File: src/rtl/wfba_pkg.sv
`timescale 1ns / 1ps
`default_nettype none

package wfba_pkg;

    // Fixed field widths
    localparam int AMOUNT_BITS  = 16;
    localparam int ADDR_BITS    = 24;
    localparam int OWNER_BITS   = 16;
    localparam int IDX_OUT_BITS = 5;

    // Defaults for the top-level parameters
    localparam int MAX_ENTRIES_DEF = 32;
    localparam int SIZE_BITS_DEF   = 16;

    // Result status codes
    typedef enum logic [1:0] {
        ST_DONE  = 2'd0,
        ST_NOFIT = 2'd1,
        ST_FULL  = 2'd2
    } t_status;

    // Sequencer states
    typedef enum logic [2:0] {
        S_IDLE,
        S_LOAD,
        S_SCAN,
        S_DECIDE,
        S_SHIFT,
        S_WR_REM,
        S_WR_BEST,
        S_FINISH
    } t_state;

endpackage

`default_nettype wire

File: src/rtl/wfba_mem.sv
`timescale 1ns / 1ps
`default_nettype none

module wfba_mem #(
    parameter int DEPTH = 32,
    parameter int AW    = 5,
    parameter int DW    = 57
) (
    input  wire logic          i_clk,
    input  wire logic          i_we,
    input  wire logic [AW-1:0] i_waddr,
    input  wire logic [DW-1:0] i_wdata,
    input  wire logic          i_re,
    input  wire logic [AW-1:0] i_raddr,
    output logic      [DW-1:0] o_rdata
);

    logic [DW-1:0] r_mem [DEPTH];
    logic [DW-1:0] r_rdata;

    // Write port
    always_ff @(posedge i_clk) begin
        if (i_we) begin
            r_mem[i_waddr] <= i_wdata;
        end
    end

    // Registered read port
    always_ff @(posedge i_clk) begin
        if (i_re) begin
            r_rdata <= r_mem[i_raddr];
        end
    end

    assign o_rdata = r_rdata;

endmodule

`default_nettype wire

File: src/rtl/worst_fit_block_allocator.sv
// Load: passes through the load and finish states to the output register, with at
// most one table write. Allocation: scans every entry, then on a split moves later
// entries up before the remainder write; paced by the single memory port pair.
// One request in flight; a new request is taken while a finished result waits.
// Synchronous active-low reset clears control state and counters only; the entry
// table has no clearing pass and entries at or above the count are never read.
`timescale 1ns / 1ps
`default_nettype none

module worst_fit_block_allocator #(
    parameter int MAX_ENTRIES = wfba_pkg::MAX_ENTRIES_DEF,
    parameter int SIZE_BITS   = wfba_pkg::SIZE_BITS_DEF
) (
    input  wire logic                                i_clk,
    input  wire logic                                i_rst_n,
    input  wire logic                                i_valid,
    output logic                                     o_stall,
    input  wire logic                                i_mode,
    input  wire logic [wfba_pkg::AMOUNT_BITS-1:0]    i_amount,
    output logic                                     o_valid,
    input  wire logic                                i_stall,
    output logic [1:0]                               o_status,
    output logic [wfba_pkg::IDX_OUT_BITS-1:0]        o_entry_index,
    output logic [wfba_pkg::ADDR_BITS-1:0]           o_start_address,
    output logic [wfba_pkg::OWNER_BITS-1:0]          o_request_number
);

    localparam int AB = wfba_pkg::ADDR_BITS;
    localparam int OB = wfba_pkg::OWNER_BITS;
    localparam int XB = wfba_pkg::IDX_OUT_BITS;
    localparam int IW = $clog2(MAX_ENTRIES);
    localparam int CW = $clog2(MAX_ENTRIES + 1);
    localparam int EW = SIZE_BITS + AB + 1 + OB;

    // Entry word layout: {size, start, taken, owner}
    localparam int OWN_LO   = 0;
    localparam int TAKEN_B  = OB;
    localparam int START_LO = OB + 1;
    localparam int SIZE_LO  = OB + 1 + AB;

    // Control state
    wfba_pkg::t_state  r_state, n_state;
    logic [CW-1:0]     r_count, n_count;
    logic [OB-1:0]     r_req, n_req;
    logic [AB-1:0]     r_next_addr, n_next_addr;
    logic [CW-1:0]     r_scan, n_scan;
    logic              r_rd_pend, n_rd_pend;
    logic              r_found, n_found;
    logic              r_out_valid, n_out_valid;

    // Working payload
    logic                  r_mode, n_mode;
    logic [SIZE_BITS-1:0]  r_amt, n_amt;
    logic [IW-1:0]         r_cidx, n_cidx;
    logic [IW-1:0]         r_best, n_best;
    logic [SIZE_BITS-1:0]  r_best_size, n_best_size;
    logic [AB-1:0]         r_best_start, n_best_start;
    logic [IW-1:0]         r_ptr, n_ptr;
    logic [IW-1:0]         r_wptr, n_wptr;
    wfba_pkg::t_status     r_res_status, n_res_status;
    logic [IW-1:0]         r_res_idx, n_res_idx;
    logic [AB-1:0]         r_res_addr, n_res_addr;
    logic [OB-1:0]         r_res_req, n_res_req;
    wfba_pkg::t_status     r_out_status, n_out_status;
    logic [XB-1:0]         r_out_idx, n_out_idx;
    logic [AB-1:0]         r_out_addr, n_out_addr;
    logic [OB-1:0]         r_out_req, n_out_req;

    // Memory port
    logic          w_we;
    logic [IW-1:0] w_waddr;
    logic [EW-1:0] w_wdata;
    logic          w_re;
    logic [IW-1:0] w_raddr;
    logic [EW-1:0] w_rdata;

    // Helpers
    localparam int AMOUNT_BITS_EXT_W = wfba_pkg::AMOUNT_BITS + SIZE_BITS;
    logic [AMOUNT_BITS_EXT_W-1:0] w_amt_ext;
    logic [SIZE_BITS-1:0]        w_amt;
    logic [SIZE_BITS-1:0]        w_rd_size;
    logic [AB-1:0]               w_rd_start;
    logic                        w_rd_taken;
    logic [SIZE_BITS-1:0]        w_rem;
    logic                        w_full;
    logic [CW-1:0]               w_last;
    logic [IW-1:0]               w_best_inc;
    logic [AB+SIZE_BITS-1:0]     w_load_sum;
    logic [AB+SIZE_BITS-1:0]     w_rem_sum;
    logic [IW+XB-1:0]            w_idx_ext;
    logic                        w_out_free;

    assign w_amt_ext  = {{SIZE_BITS{1'b0}}, i_amount};
    assign w_amt      = w_amt_ext[SIZE_BITS-1:0];
    assign w_rd_size  = w_rdata[SIZE_LO +: SIZE_BITS];
    assign w_rd_start = w_rdata[START_LO +: AB];
    assign w_rd_taken = w_rdata[TAKEN_B];
    assign w_rem      = r_best_size - r_amt;
    assign w_full     = (r_count >= CW'(MAX_ENTRIES));
    assign w_last     = r_count - CW'(1);
    assign w_best_inc = r_best + IW'(1);
    assign w_load_sum = {{SIZE_BITS{1'b0}}, r_next_addr} + {{AB{1'b0}}, r_amt};
    assign w_rem_sum  = {{SIZE_BITS{1'b0}}, r_best_start} + {{AB{1'b0}}, r_amt};
    assign w_idx_ext  = {{XB{1'b0}}, r_res_idx};
    assign w_out_free = !r_out_valid || !i_stall;

    wfba_mem #(
        .DEPTH (MAX_ENTRIES),
        .AW    (IW),
        .DW    (EW)
    ) u_mem (
        .i_clk   (i_clk),
        .i_we    (w_we),
        .i_waddr (w_waddr),
        .i_wdata (w_wdata),
        .i_re    (w_re),
        .i_raddr (w_raddr),
        .o_rdata (w_rdata)
    );

    // Sequencer: next state, memory access and result
    always_comb begin
        n_state      = r_state;
        n_count      = r_count;
        n_req        = r_req;
        n_next_addr  = r_next_addr;
        n_scan       = r_scan;
        n_rd_pend    = r_rd_pend;
        n_found      = r_found;
        n_out_valid  = r_out_valid;
        n_mode       = r_mode;
        n_amt        = r_amt;
        n_cidx       = r_cidx;
        n_best       = r_best;
        n_best_size  = r_best_size;
        n_best_start = r_best_start;
        n_ptr        = r_ptr;
        n_wptr       = r_wptr;
        n_res_status = r_res_status;
        n_res_idx    = r_res_idx;
        n_res_addr   = r_res_addr;
        n_res_req    = r_res_req;
        n_out_status = r_out_status;
        n_out_idx    = r_out_idx;
        n_out_addr   = r_out_addr;
        n_out_req    = r_out_req;
        w_we         = 1'b0;
        w_waddr      = '0;
        w_wdata      = '0;
        w_re         = 1'b0;
        w_raddr      = '0;

        // Drop the result once taken
        if (r_out_valid && !i_stall) begin
            n_out_valid = 1'b0;
        end

        case (r_state)
            wfba_pkg::S_IDLE: begin
                if (i_valid) begin
                    n_mode = i_mode;
                    n_amt  = w_amt;
                    if (!i_mode) begin
                        n_state = wfba_pkg::S_LOAD;
                    end else begin
                        if (r_req != {OB{1'b1}}) begin
                            n_req = r_req + OB'(1);
                        end
                        n_scan    = '0;
                        n_rd_pend = 1'b0;
                        n_found   = 1'b0;
                        n_best    = '0;
                        n_state   = wfba_pkg::S_SCAN;
                    end
                end
            end
            wfba_pkg::S_LOAD: begin
                if (w_full) begin
                    n_res_status = wfba_pkg::ST_FULL;
                    n_res_idx    = '0;
                    n_res_addr   = '0;
                end else begin
                    w_we         = 1'b1;
                    w_waddr      = r_count[IW-1:0];
                    w_wdata      = {r_amt, r_next_addr, 1'b0, {OB{1'b0}}};
                    n_count      = r_count + CW'(1);
                    n_next_addr  = w_load_sum[AB-1:0];
                    n_res_status = wfba_pkg::ST_DONE;
                    n_res_idx    = r_count[IW-1:0];
                    n_res_addr   = r_next_addr;
                end
                n_res_req = '0;
                n_state   = wfba_pkg::S_FINISH;
            end
            wfba_pkg::S_SCAN: begin
                // Issue one read a cycle, compare the entry returned
                if (r_scan < r_count) begin
                    w_re      = 1'b1;
                    w_raddr   = r_scan[IW-1:0];
                    n_scan    = r_scan + CW'(1);
                    n_cidx    = r_scan[IW-1:0];
                    n_rd_pend = 1'b1;
                end else begin
                    n_rd_pend = 1'b0;
                end
                if (r_rd_pend && !w_rd_taken && (w_rd_size >= r_amt)
                        && (!r_found || (w_rd_size > r_best_size))) begin
                    n_found      = 1'b1;
                    n_best       = r_cidx;
                    n_best_size  = w_rd_size;
                    n_best_start = w_rd_start;
                end
                if (!(r_scan < r_count) && !r_rd_pend) begin
                    n_state = wfba_pkg::S_DECIDE;
                end
            end
            wfba_pkg::S_DECIDE: begin
                n_res_req = r_req;
                if (!r_found) begin
                    n_res_status = wfba_pkg::ST_NOFIT;
                    n_res_idx    = '0;
                    n_res_addr   = '0;
                    n_state      = wfba_pkg::S_FINISH;
                end else if (w_rem != '0) begin
                    if (w_full) begin
                        n_res_status = wfba_pkg::ST_FULL;
                        n_res_idx    = '0;
                        n_res_addr   = '0;
                        n_state      = wfba_pkg::S_FINISH;
                    end else begin
                        n_ptr     = w_last[IW-1:0];
                        n_rd_pend = 1'b0;
                        n_state   = wfba_pkg::S_SHIFT;
                    end
                end else begin
                    n_state = wfba_pkg::S_WR_BEST;
                end
            end
            wfba_pkg::S_SHIFT: begin
                // Move entries above the chosen one up by one, top first
                if (r_rd_pend) begin
                    w_we    = 1'b1;
                    w_waddr = r_wptr;
                    w_wdata = w_rdata;
                end
                if (r_ptr > r_best) begin
                    w_re      = 1'b1;
                    w_raddr   = r_ptr;
                    n_wptr    = r_ptr + IW'(1);
                    n_ptr     = r_ptr - IW'(1);
                    n_rd_pend = 1'b1;
                end else begin
                    n_rd_pend = 1'b0;
                    if (!r_rd_pend) begin
                        n_state = wfba_pkg::S_WR_REM;
                    end
                end
            end
            wfba_pkg::S_WR_REM: begin
                w_we    = 1'b1;
                w_waddr = w_best_inc;
                w_wdata = {w_rem, w_rem_sum[AB-1:0], 1'b0, {OB{1'b0}}};
                n_count = r_count + CW'(1);
                n_state = wfba_pkg::S_WR_BEST;
            end
            wfba_pkg::S_WR_BEST: begin
                w_we         = 1'b1;
                w_waddr      = r_best;
                w_wdata      = {r_amt, r_best_start, 1'b1, r_req};
                n_res_status = wfba_pkg::ST_DONE;
                n_res_idx    = r_best;
                n_res_addr   = r_best_start;
                n_res_req    = r_req;
                n_state      = wfba_pkg::S_FINISH;
            end
            wfba_pkg::S_FINISH: begin
                // Hold until the output register is free
                if (w_out_free) begin
                    n_out_valid  = 1'b1;
                    n_out_status = r_res_status;
                    n_out_idx    = w_idx_ext[XB-1:0];
                    n_out_addr   = r_res_addr;
                    n_out_req    = r_res_req;
                    n_state      = wfba_pkg::S_IDLE;
                end
            end
            default: begin
                n_state = wfba_pkg::S_IDLE;
            end
        endcase
    end

    // Control registers
    always_ff @(posedge i_clk) begin
        if (!i_rst_n) begin
            r_state     <= wfba_pkg::S_IDLE;
            r_count     <= '0;
            r_req       <= '0;
            r_next_addr <= '0;
            r_scan      <= '0;
            r_rd_pend   <= 1'b0;
            r_found     <= 1'b0;
            r_out_valid <= 1'b0;
        end else begin
            r_state     <= n_state;
            r_count     <= n_count;
            r_req       <= n_req;
            r_next_addr <= n_next_addr;
            r_scan      <= n_scan;
            r_rd_pend   <= n_rd_pend;
            r_found     <= n_found;
            r_out_valid <= n_out_valid;
        end
    end

    // Payload registers
    always_ff @(posedge i_clk) begin
        r_mode       <= n_mode;
        r_amt        <= n_amt;
        r_cidx       <= n_cidx;
        r_best       <= n_best;
        r_best_size  <= n_best_size;
        r_best_start <= n_best_start;
        r_ptr        <= n_ptr;
        r_wptr       <= n_wptr;
        r_res_status <= n_res_status;
        r_res_idx    <= n_res_idx;
        r_res_addr   <= n_res_addr;
        r_res_req    <= n_res_req;
        r_out_status <= n_out_status;
        r_out_idx    <= n_out_idx;
        r_out_addr   <= n_out_addr;
        r_out_req    <= n_out_req;
    end

    assign o_stall          = (r_state != wfba_pkg::S_IDLE);
    assign o_valid          = r_out_valid;
    assign o_status         = r_out_status;
    assign o_entry_index    = r_out_idx;
    assign o_start_address  = r_out_addr;
    assign o_request_number = r_out_req;

    // Table never grows past its depth
    a_count_bound: assert property (@(posedge i_clk) disable iff (!i_rst_n)
        r_count <= CW'(MAX_ENTRIES))
        else $error("entry count above table depth");

    // Scan is read-only
    a_scan_no_write: assert property (@(posedge i_clk) disable iff (!i_rst_n)
        (r_state == wfba_pkg::S_SCAN) |-> !w_we)
        else $error("table write during scan");

    // Shift never overwrites the chosen entry or its remainder slot
    a_shift_range: assert property (@(posedge i_clk) disable iff (!i_rst_n)
        (r_state == wfba_pkg::S_SHIFT && w_we)
            |-> (w_waddr != r_best && w_waddr != w_best_inc))
        else $error("shift write hits chosen entry");

    // A chosen block always fits the request
    a_best_fits: assert property (@(posedge i_clk) disable iff (!i_rst_n)
        (r_state == wfba_pkg::S_DECIDE && r_found) |-> (r_best_size >= r_amt))
        else $error("chosen block smaller than request");

    // Results appear only out of the finish state
    a_result_src: assert property (@(posedge i_clk) disable iff (!i_rst_n)
        $rose(o_valid) |-> ($past(r_state) == wfba_pkg::S_FINISH))
        else $error("result raised outside finish");

endmodule

`default_nettype wire

File: config.mk
export PLATFORM = sky130hd
export DESIGN_NAME = worst_fit_block_allocator
export DESIGN_NICKNAME = d
export VERILOG_FILES = /design/src/rtl/wfba_pkg.sv /design/src/rtl/wfba_mem.sv /design/src/rtl/worst_fit_block_allocator.sv
export SDC_FILE = /design/constraint.sdc
export NUM_CORES = 2
export LEC_CHECK = 0
export ABC_CLOCK_PERIOD_IN_PS = 5800
export BUFFER_PORTS_ARGS = -buffer_cell sky130_fd_sc_hd__buf_2
export CAP_MARGIN = 40
export CORE_ASPECT_RATIO = 1.25
export CORE_MARGIN = 3
export CORE_UTILIZATION = 50
export CTS_CLUSTER_DIAMETER = 120
export DETAILED_ROUTE_END_ITERATION = 10
export GPL_TIMING_DRIVEN = 1
export PLACE_DENSITY_LB_ADDON = 0.3
export SYNTH_ARGS = -nofsm -noshare
export SYNTH_HDL_FRONTEND = slang
export SYNTH_SLANG_ARGS = --single-unit
File: constraint.sdc
create_clock -name i_clk -period 5.8 [get_ports i_clk]
set_clock_uncertainty 0.2 [all_clocks]
set_input_delay 0 -clock i_clk [delete_from_list [all_inputs] [get_ports i_clk]]
set_output_delay 0 -clock i_clk [all_outputs]
set_load 0.01 [all_outputs]
Word level (Yosys, flattened, before mapping)
Memory sizes are Yosys's and may differ from the RTL's. A register that Yosys moved wholly into a read port is not among the register bits.
Cells that the tools add are included.
{ "op_classes": {"add_sub_neg": 10, "n_mux": 68, "n_reduce_logical": 39, "n_bitwise": 1, "order_cmp": 5, "n_eq_ne": 23} }
{ "ops": {"columns": ["op", "count"], "rows": [
  ["one-hot mux 57 bit (4 select lines)", 1],
  ["2-to-1 mux 57 bit", 2],
  ["2-to-1 mux 24 bit", 4],
  ["one-hot mux 24 bit (3 select lines)", 1],
  ["2-to-1 mux 5 bit", 14],
  ["adder 24 x 16 -> 24 bit", 2],
  ["one-hot mux 16 bit (2 select lines)", 1],
  ["one-hot mux 5 bit (2 select lines)", 3],
  ["inequality test 2 bit, second input constant", 13],
  ["2-to-1 mux 6 bit", 4],
  ["one-hot mux 6 bit (2 select lines)", 2],
  ["2-to-1 mux 3 bit", 7],
  ["one-hot mux 3 bit (7 select lines)", 1],
  ["one-hot mux 5 bit (4 select lines)", 1],
  ["adder 16 x 1 -> 16 bit, second input constant", 1],
  [">= comparator 16 bit", 1],
  ["greater-than comparator 16 bit", 1],
  ["inequality test 16 bit, second input constant", 1],
  ["nonzero test 16 bit", 1],
  ["subtractor 16 bit", 1],
  ["2-to-1 mux 1 bit", 15],
  ["one-hot mux 5 bit (3 select lines)", 1],
  ["AND reduction 2 bit", 7],
  ["adder 6 x 1 -> 6 bit, second input constant", 2],
  ["27 further kinds", 59]
]} }
{ "totals": {"reg_bits": 228, "in_bits": 21, "mem_count": 1, "elab_cells": 170, "ramBits": 1824, "out_inout_bits": 49} }
{ "mem_list": {"columns": ["memory", "words", "word_bits", "rd", "rd_clocked_by_memory_dff", "write_ports", "line_no", "rtl"], "rows": [
  ["u_mem.r_mem", 32, 57, 1, 1, 1, "wfba_mem.sv:18", "logic [DW-1:0] r_mem [DEPTH];"]
]} }

Depth between registers and ports, before layout
{ "depth": {"word_depth": 6, "ltp_mapped": 13, "mapped_depth_nobuf": 11} }

Modules after synthesis
A second synthesis with hierarchy kept.
{ "hier_totals": {"cells_unflattened": 5208, "hier_area_um2": 85620.9} }
{ "modules_own_cells": {"columns": ["module", "area_per_inst_um2", "seq_area_each_um2", "cells_per_inst", "instances"], "rows": [
  ["wfba_mem", 72696.0, 56484.2, 3985, 1],
  ["worst_fit_block_allocator", 12924.9, 6266.0, 1223, 1]
]} }

Worst setup path after synthesis
Ideal clock, no wire load.
{ "synth_path": {"path_type": "register to register", "start": "reg r_amt[1]", "end": "reg r_best_size[0] (enable)", "setup_ns": 0.487, "stages_incl_launch_ff": 10, "n_path_buf": 0, "t_required_ns": 5.113, "synth_period_minus_slack_ns": 5.108, "slack_ns": 0.692, "arrival_time_ns": 4.421, "path_cell_list": "edfxtp_1 inv_1 ha_1 a21o_1 a21o_1 a21o_1 a21o_1 a2111oi_0 o31a_1 nor3_1"} }
{ "synth_between": {"elab_chain_cells": 4} }
{ "synth_rtl": {"columns": ["item", "line_no", "rtl"], "rows": [
  ["start, declared", "worst_fit_block_allocator.sv:53", "logic [SIZE_BITS-1:0] r_amt, n_amt;"],
  ["start signal, assigned", "worst_fit_block_allocator.sv:319", "r_amt <= n_amt;"],
  [">= comparator 16 bit", "worst_fit_block_allocator.sv:206", "if (r_rd_pend && !w_rd_taken && (w_rd_size >= r_amt)"],
  ["logical AND 1 bit", "worst_fit_block_allocator.sv:206", null],
  ["logical AND 1 bit", "worst_fit_block_allocator.sv:207", "&& (!r_found || (w_rd_size > r_best_size))) begin"],
  ["AND reduction 2 bit (no line)", null, null],
  ["end signal, assigned", "worst_fit_block_allocator.sv:322", "r_best_size <= n_best_size;"],
  ["end, declared", "worst_fit_block_allocator.sv:56", "logic [SIZE_BITS-1:0] r_best_size, n_best_size;"]
]} }
Every way passes these cells.
A chain may end at the register's enable or synchronous reset.

Final worst setup path
{ "layout_path": {"start": "reg r_count[5]", "end": "reg u_mem.r_rdata[37], in the netlist u_mem.o_rdata[37], read port of u_mem.r_mem, data pin"} }
{ "layout_between": {"elab_chain_cells": 3, "elab_cells_between_ends": 5, "classes_between": "1 x order compare; 4 x mux"} }
{ "layout_rtl": {"columns": ["item", "line_no", "rtl"], "rows": [
  ["start, declared", "worst_fit_block_allocator.sv:43", "logic [CW-1:0] r_count, n_count;"],
  ["start signal, assigned", "worst_fit_block_allocator.sv:306", "r_count <= n_count;"],
  ["less-than comparator 6 bit (*)", "worst_fit_block_allocator.sv:197", "if (r_scan < r_count) begin"],
  ["2-to-1 mux 5 bit or 2-to-1 mux 1 bit (tied branches)", "worst_fit_block_allocator.sv:197", null],
  ["one-hot mux 5 bit (2 select lines) or one-hot mux 1 bit (2 select lines) (tied branches)", "worst_fit_block_allocator.sv:158", "case (r_state)"],
  ["end, declared", "wfba_mem.sv:19", "logic [DW-1:0] r_rdata;"]
]} }
Mark *: on every way between the ends. The rest lies on a longest branch, timed or not.

==> results.txt <==
- Post-synth top flop: sky130_fd_sc_hd__edfxtp_1
* Share of total power consumed by net switching: 27.7%
* FF-to-FF setup slack: 0.93 ns
* Total CTS buffers: 146
- At the end of the flow, the number of nets in the layout was 4741.
* Pin count of the biggest net entering global routing: 116
- Post-route antenna net violation count: 0
* Top cells by instance count after synthesis: sky130_fd_sc_hd__edfxtp_1, sky130_fd_sc_hd__nand2_1, sky130_fd_sc_hd__mux2i_1
* Flops & latches, synth: 1581
- Synthesis produced a netlist whose cell count is 4441.
- The tightest min-delay check is of the in2reg type.
- Placed Cells incl. Taps: 6156
* Initial cell density of the core: 50.5%
- The startpoint identified for the worst register-to-register timing path is r_count[5].
- After routing the design area is 74600 um2.
- In the synthesized netlist the async set-or-reset flop fraction comes to 0%.
* R2R cell count: 11
* Post-synth net total: 4562
* Reported net switching power: 7.89 mW
* Setup slack after layout: 0.926 ns
- Summed over all nets, the half-perimeter wirelength after detailed placement is 110000 um.
- The analysis attributes to cell leakage a power of 25.2 nW.
- Total negative slack: 0 ns
* Sequential share of the synthesized area: 71.2%
- Headroom to the max-slew limit came out at 33.6%.
* Min Clock Period, post-route: 4.87 ns
- The run finished with clean final reports.
- First-pass DRT Iterations: 7
- Seq pwr share: 50.6%
- After detailed placement, the total cell area comes to 69800 um2.
- Overall Power: 28.4 mW
- Placeable core region: 131000 um2
- Full die area: 136000 um2
* Achievable clock frequency: 205 MHz
- At the worst endpoint, the arrival time is 5.31 ns.
- Post-synth design cell area: 65900 um2
- The share of synthesized area in the top cell type comes to 69.4%.
- For this run, the total global-route usage over all layers was measured as 27.2%.
* Part of the cycle the worst path needs: 84.0%
- In this run the mean area of a mapped cell was 14.8 um2.
* Number of cells upsized or downsized after cts: 0
- Largest voltage drop on the vdd net: 0.335 mV
* Hold-critical path depth: 3
* Clock network fraction of design power: 31.8%
- Count of different cell masters after synthesis: 91
* Internal power: 20.6 mW
- OpenSTA, run right after detailed placement, puts the worst setup slack at 1.07 ns.
- Final Instance Count excl. Fillers: 6460
- Data required time at the worst endpoint: 6.24 ns
- In this run the worst setup path begins at r_count[5].
- Final global-route overflow total: 0
- Library cell with the largest summed area after synthesis: sky130_fd_sc_hd__edfxtp_1
* Power per Cell Area: 381 nW/um2
* FP Rows: 148
* Hold violation total from the final report: 0
- Vias: 41655
* Wire length per cell: 28.9 um
- The clock tree synthesis step divided the H-tree into 4 levels.
* Total DRC errors in the routed layout: 0
* Max-slew violation total from the final report: 0
* Start-to-end type of the worst setup path: reg2reg
- Input/output buffers: 69
- Most used standard cell by instance count after synthesis: sky130_fd_sc_hd__edfxtp_1
- The share of total power dissipated in combinational logic is 17.7%.
- Endpoint class of the critical path: register
- Setup violations remaining at the end of the flow were counted as 0.
- Count of yosys warnings during synthesis: 0
- Antenna violations before repair: 3
* Count of fill cells added during filler insertion: 9888
* Post-CTS Setup Inserts: 0
- CTS tree: done
* Final WL: 187000 um
- Clk_lat worst skew: 0.79 ns
* # IOs: 70
* Root Driver: sky130_fd_sc_hd__clkbuf_16
- Reg clk slew, reported paths: 0.06 ns
- The worst hold path begins at i_rst_n.
* Util after Layout: 57.2%
* DRT iter0 DRCs: 4935
* Slew of the pin with the lowest slew margin: 0.971 ns
* Count of max-cap constraint violations: 0
* First-pass GRT wire length: 270000 um
- The die is 331 um wide.
* Worst Hold Slack: 0.0589 ns
- TritonCTS Sinks: 1581
* Die extent in y: 412 um
* GPL Wtd Cong: 0.940
* Kind of start point of the critical path: register
* Via count of the first global-routing pass: 40114
- In the final layout, the share of cells above drive strength 1 is 13.0%.
- In this run, synthesis inferred 1523 flip-flops with an integrated enable.
- Setup repair after global routing left no endpoint under its margin.
* Area growth, synth to finish: 13.3%
- Sorting the synthesized cells by area gives the leading types as sky130_fd_sc_hd__edfxtp_1, sky130_fd_sc_hd__mux2i_1, sky130_fd_sc_hd__nand2_1, sky130_fd_sc_hd__a211oi_1, sky130_fd_sc_hd__and3_1.
- CTS max path bufs: 3
- DR vias/cell: 6.45
- Largest driver fanout on the critical path: 20
cell type report:
| class | count | area, um2 | area share (%) |
|---|---|---|---|
| antenna | 7 | 17.5 | 0.0235 |
| clock buffer | 190 | 3900 | 5.23 |
| clock inverter | 66 | 504 | 0.676 |
| inverter | 75 | 282 | 0.377 |
| multi-input combinational | 2509 | 18000 | 24.2 |
| sequential | 1581 | 46900 | 62.8 |
| tap | 1725 | 2160 | 2.89 |
| timing repair buffer | 307 | 2840 | 3.80 |
per-layer routing:
layer	vias up	part of all wire [%]	track usage (%)
met5	-	0.0070	0
li1	17898	-	-
met1	21004	38	35.6
met2	2295	47	43.4
met4	2	5.1	13.0
met3	456	10	5.93
path summary, 6_finish.rpt:
kind	end
worst max register to register	u_mem.o_rdata[37]
worst min register to register	o_request_number[6]
worst min-delay path	r_count[5]
worst max-delay path	u_mem.o_rdata[37]
power groups by stage:
stage | Clock [mW] | Sequential [mW] | Combinational [mW]
floorplan | 0 | 14.5 | 2.91
global placement | 0 | 14.6 | 4.65
detailed placement | 0 | 14.6 | 4.89
CTS | 9.12 | 14.4 | 4.96
global route | 9.59 | 14.4 | 5.39
finish | 9.04 | 14.4 | 5.03
worst max-delay path, stage by stage, from the launching register on:
cell	delay [ns]
sky130_fd_sc_hd__dfxtp_1	0.47
sky130_fd_sc_hd__inv_1	0.17
sky130_fd_sc_hd__ha_1	0.38
sky130_fd_sc_hd__o211ai_1	0.18
sky130_fd_sc_hd__o21ai_2	0.41
sky130_fd_sc_hd__inv_2	0.20
sky130_fd_sc_hd__a22oi_1	0.54
sky130_fd_sc_hd__nand2b_2	0.71
sky130_fd_sc_hd__buf_4	0.30
sky130_fd_sc_hd__a211oi_1	0.06
sky130_fd_sc_hd__a2111oi_0	0.79
sky130_fd_sc_hd__a32o_1	0.30
state kept, by name, summed over array words and instances, names as in the netlist, 6 cells and up:
signal            count
u_mem.r_mem        1312
u_mem.o_rdata        41
o_start_address      24
r_best_start         24
r_next_addr          24
r_res_addr           24
o_request_number     16
r_amt                16
r_best_size          16
r_req                16
r_res_req            16
r_count               6
r_scan                6
cell usage in the layout (no fill, tap or decap), types with 29 or more instances in the layout:
master,instances
sky130_fd_sc_hd__buf_2,69
sky130_fd_sc_hd__o2111ai_1,45
sky130_fd_sc_hd__o21a_1,47
sky130_fd_sc_hd__a2111oi_0,44
sky130_fd_sc_hd__xnor2_1,39
sky130_fd_sc_hd__inv_1,71
sky130_fd_sc_hd__buf_4,148
sky130_fd_sc_hd__a21oi_1,70
sky130_fd_sc_hd__o21ai_1,49
sky130_fd_sc_hd__o21ai_2,33
sky130_fd_sc_hd__a211o_1,43
sky130_fd_sc_hd__and2_1,29
sky130_fd_sc_hd__mux2i_1,291
sky130_fd_sc_hd__a211oi_1,212
sky130_fd_sc_hd__a221o_1,46
sky130_fd_sc_hd__o21ai_0,39
sky130_fd_sc_hd__nor2_4,36
sky130_fd_sc_hd__a21o_1,72
sky130_fd_sc_hd__nand2_1,439
sky130_fd_sc_hd__nor2_1,67
sky130_fd_sc_hd__a32o_1,41
sky130_fd_sc_hd__nand3_1,119
sky130_fd_sc_hd__dfxtp_1,58
sky130_fd_sc_hd__clkbuf_16,149
sky130_fd_sc_hd__and3_1,254
sky130_fd_sc_hd__edfxtp_1,1523
sky130_fd_sc_hd__ha_1,97
sky130_fd_sc_hd__dlygate4sd3_1,41
sky130_fd_sc_hd__a31o_2,42
sky130_fd_sc_hd__clkbuf_1,39
sky130_fd_sc_hd__o22a_1,40
kinds of logic after synthesis:
logic type	synth area share (%)
flops	71.2
simple gates	8.15
compound gates	11.2
buf+inv	2.23
mux	4.42
fa+ha+maj	1.93
xor+xnor	0.851
timing repair:
item | CTS | global route
hold endpoints to repair | 112 | 0
endpoints found under the setup margin | 0 | 0
hold buffers | 41 | 0
Power figures use the tool's default switching activity.
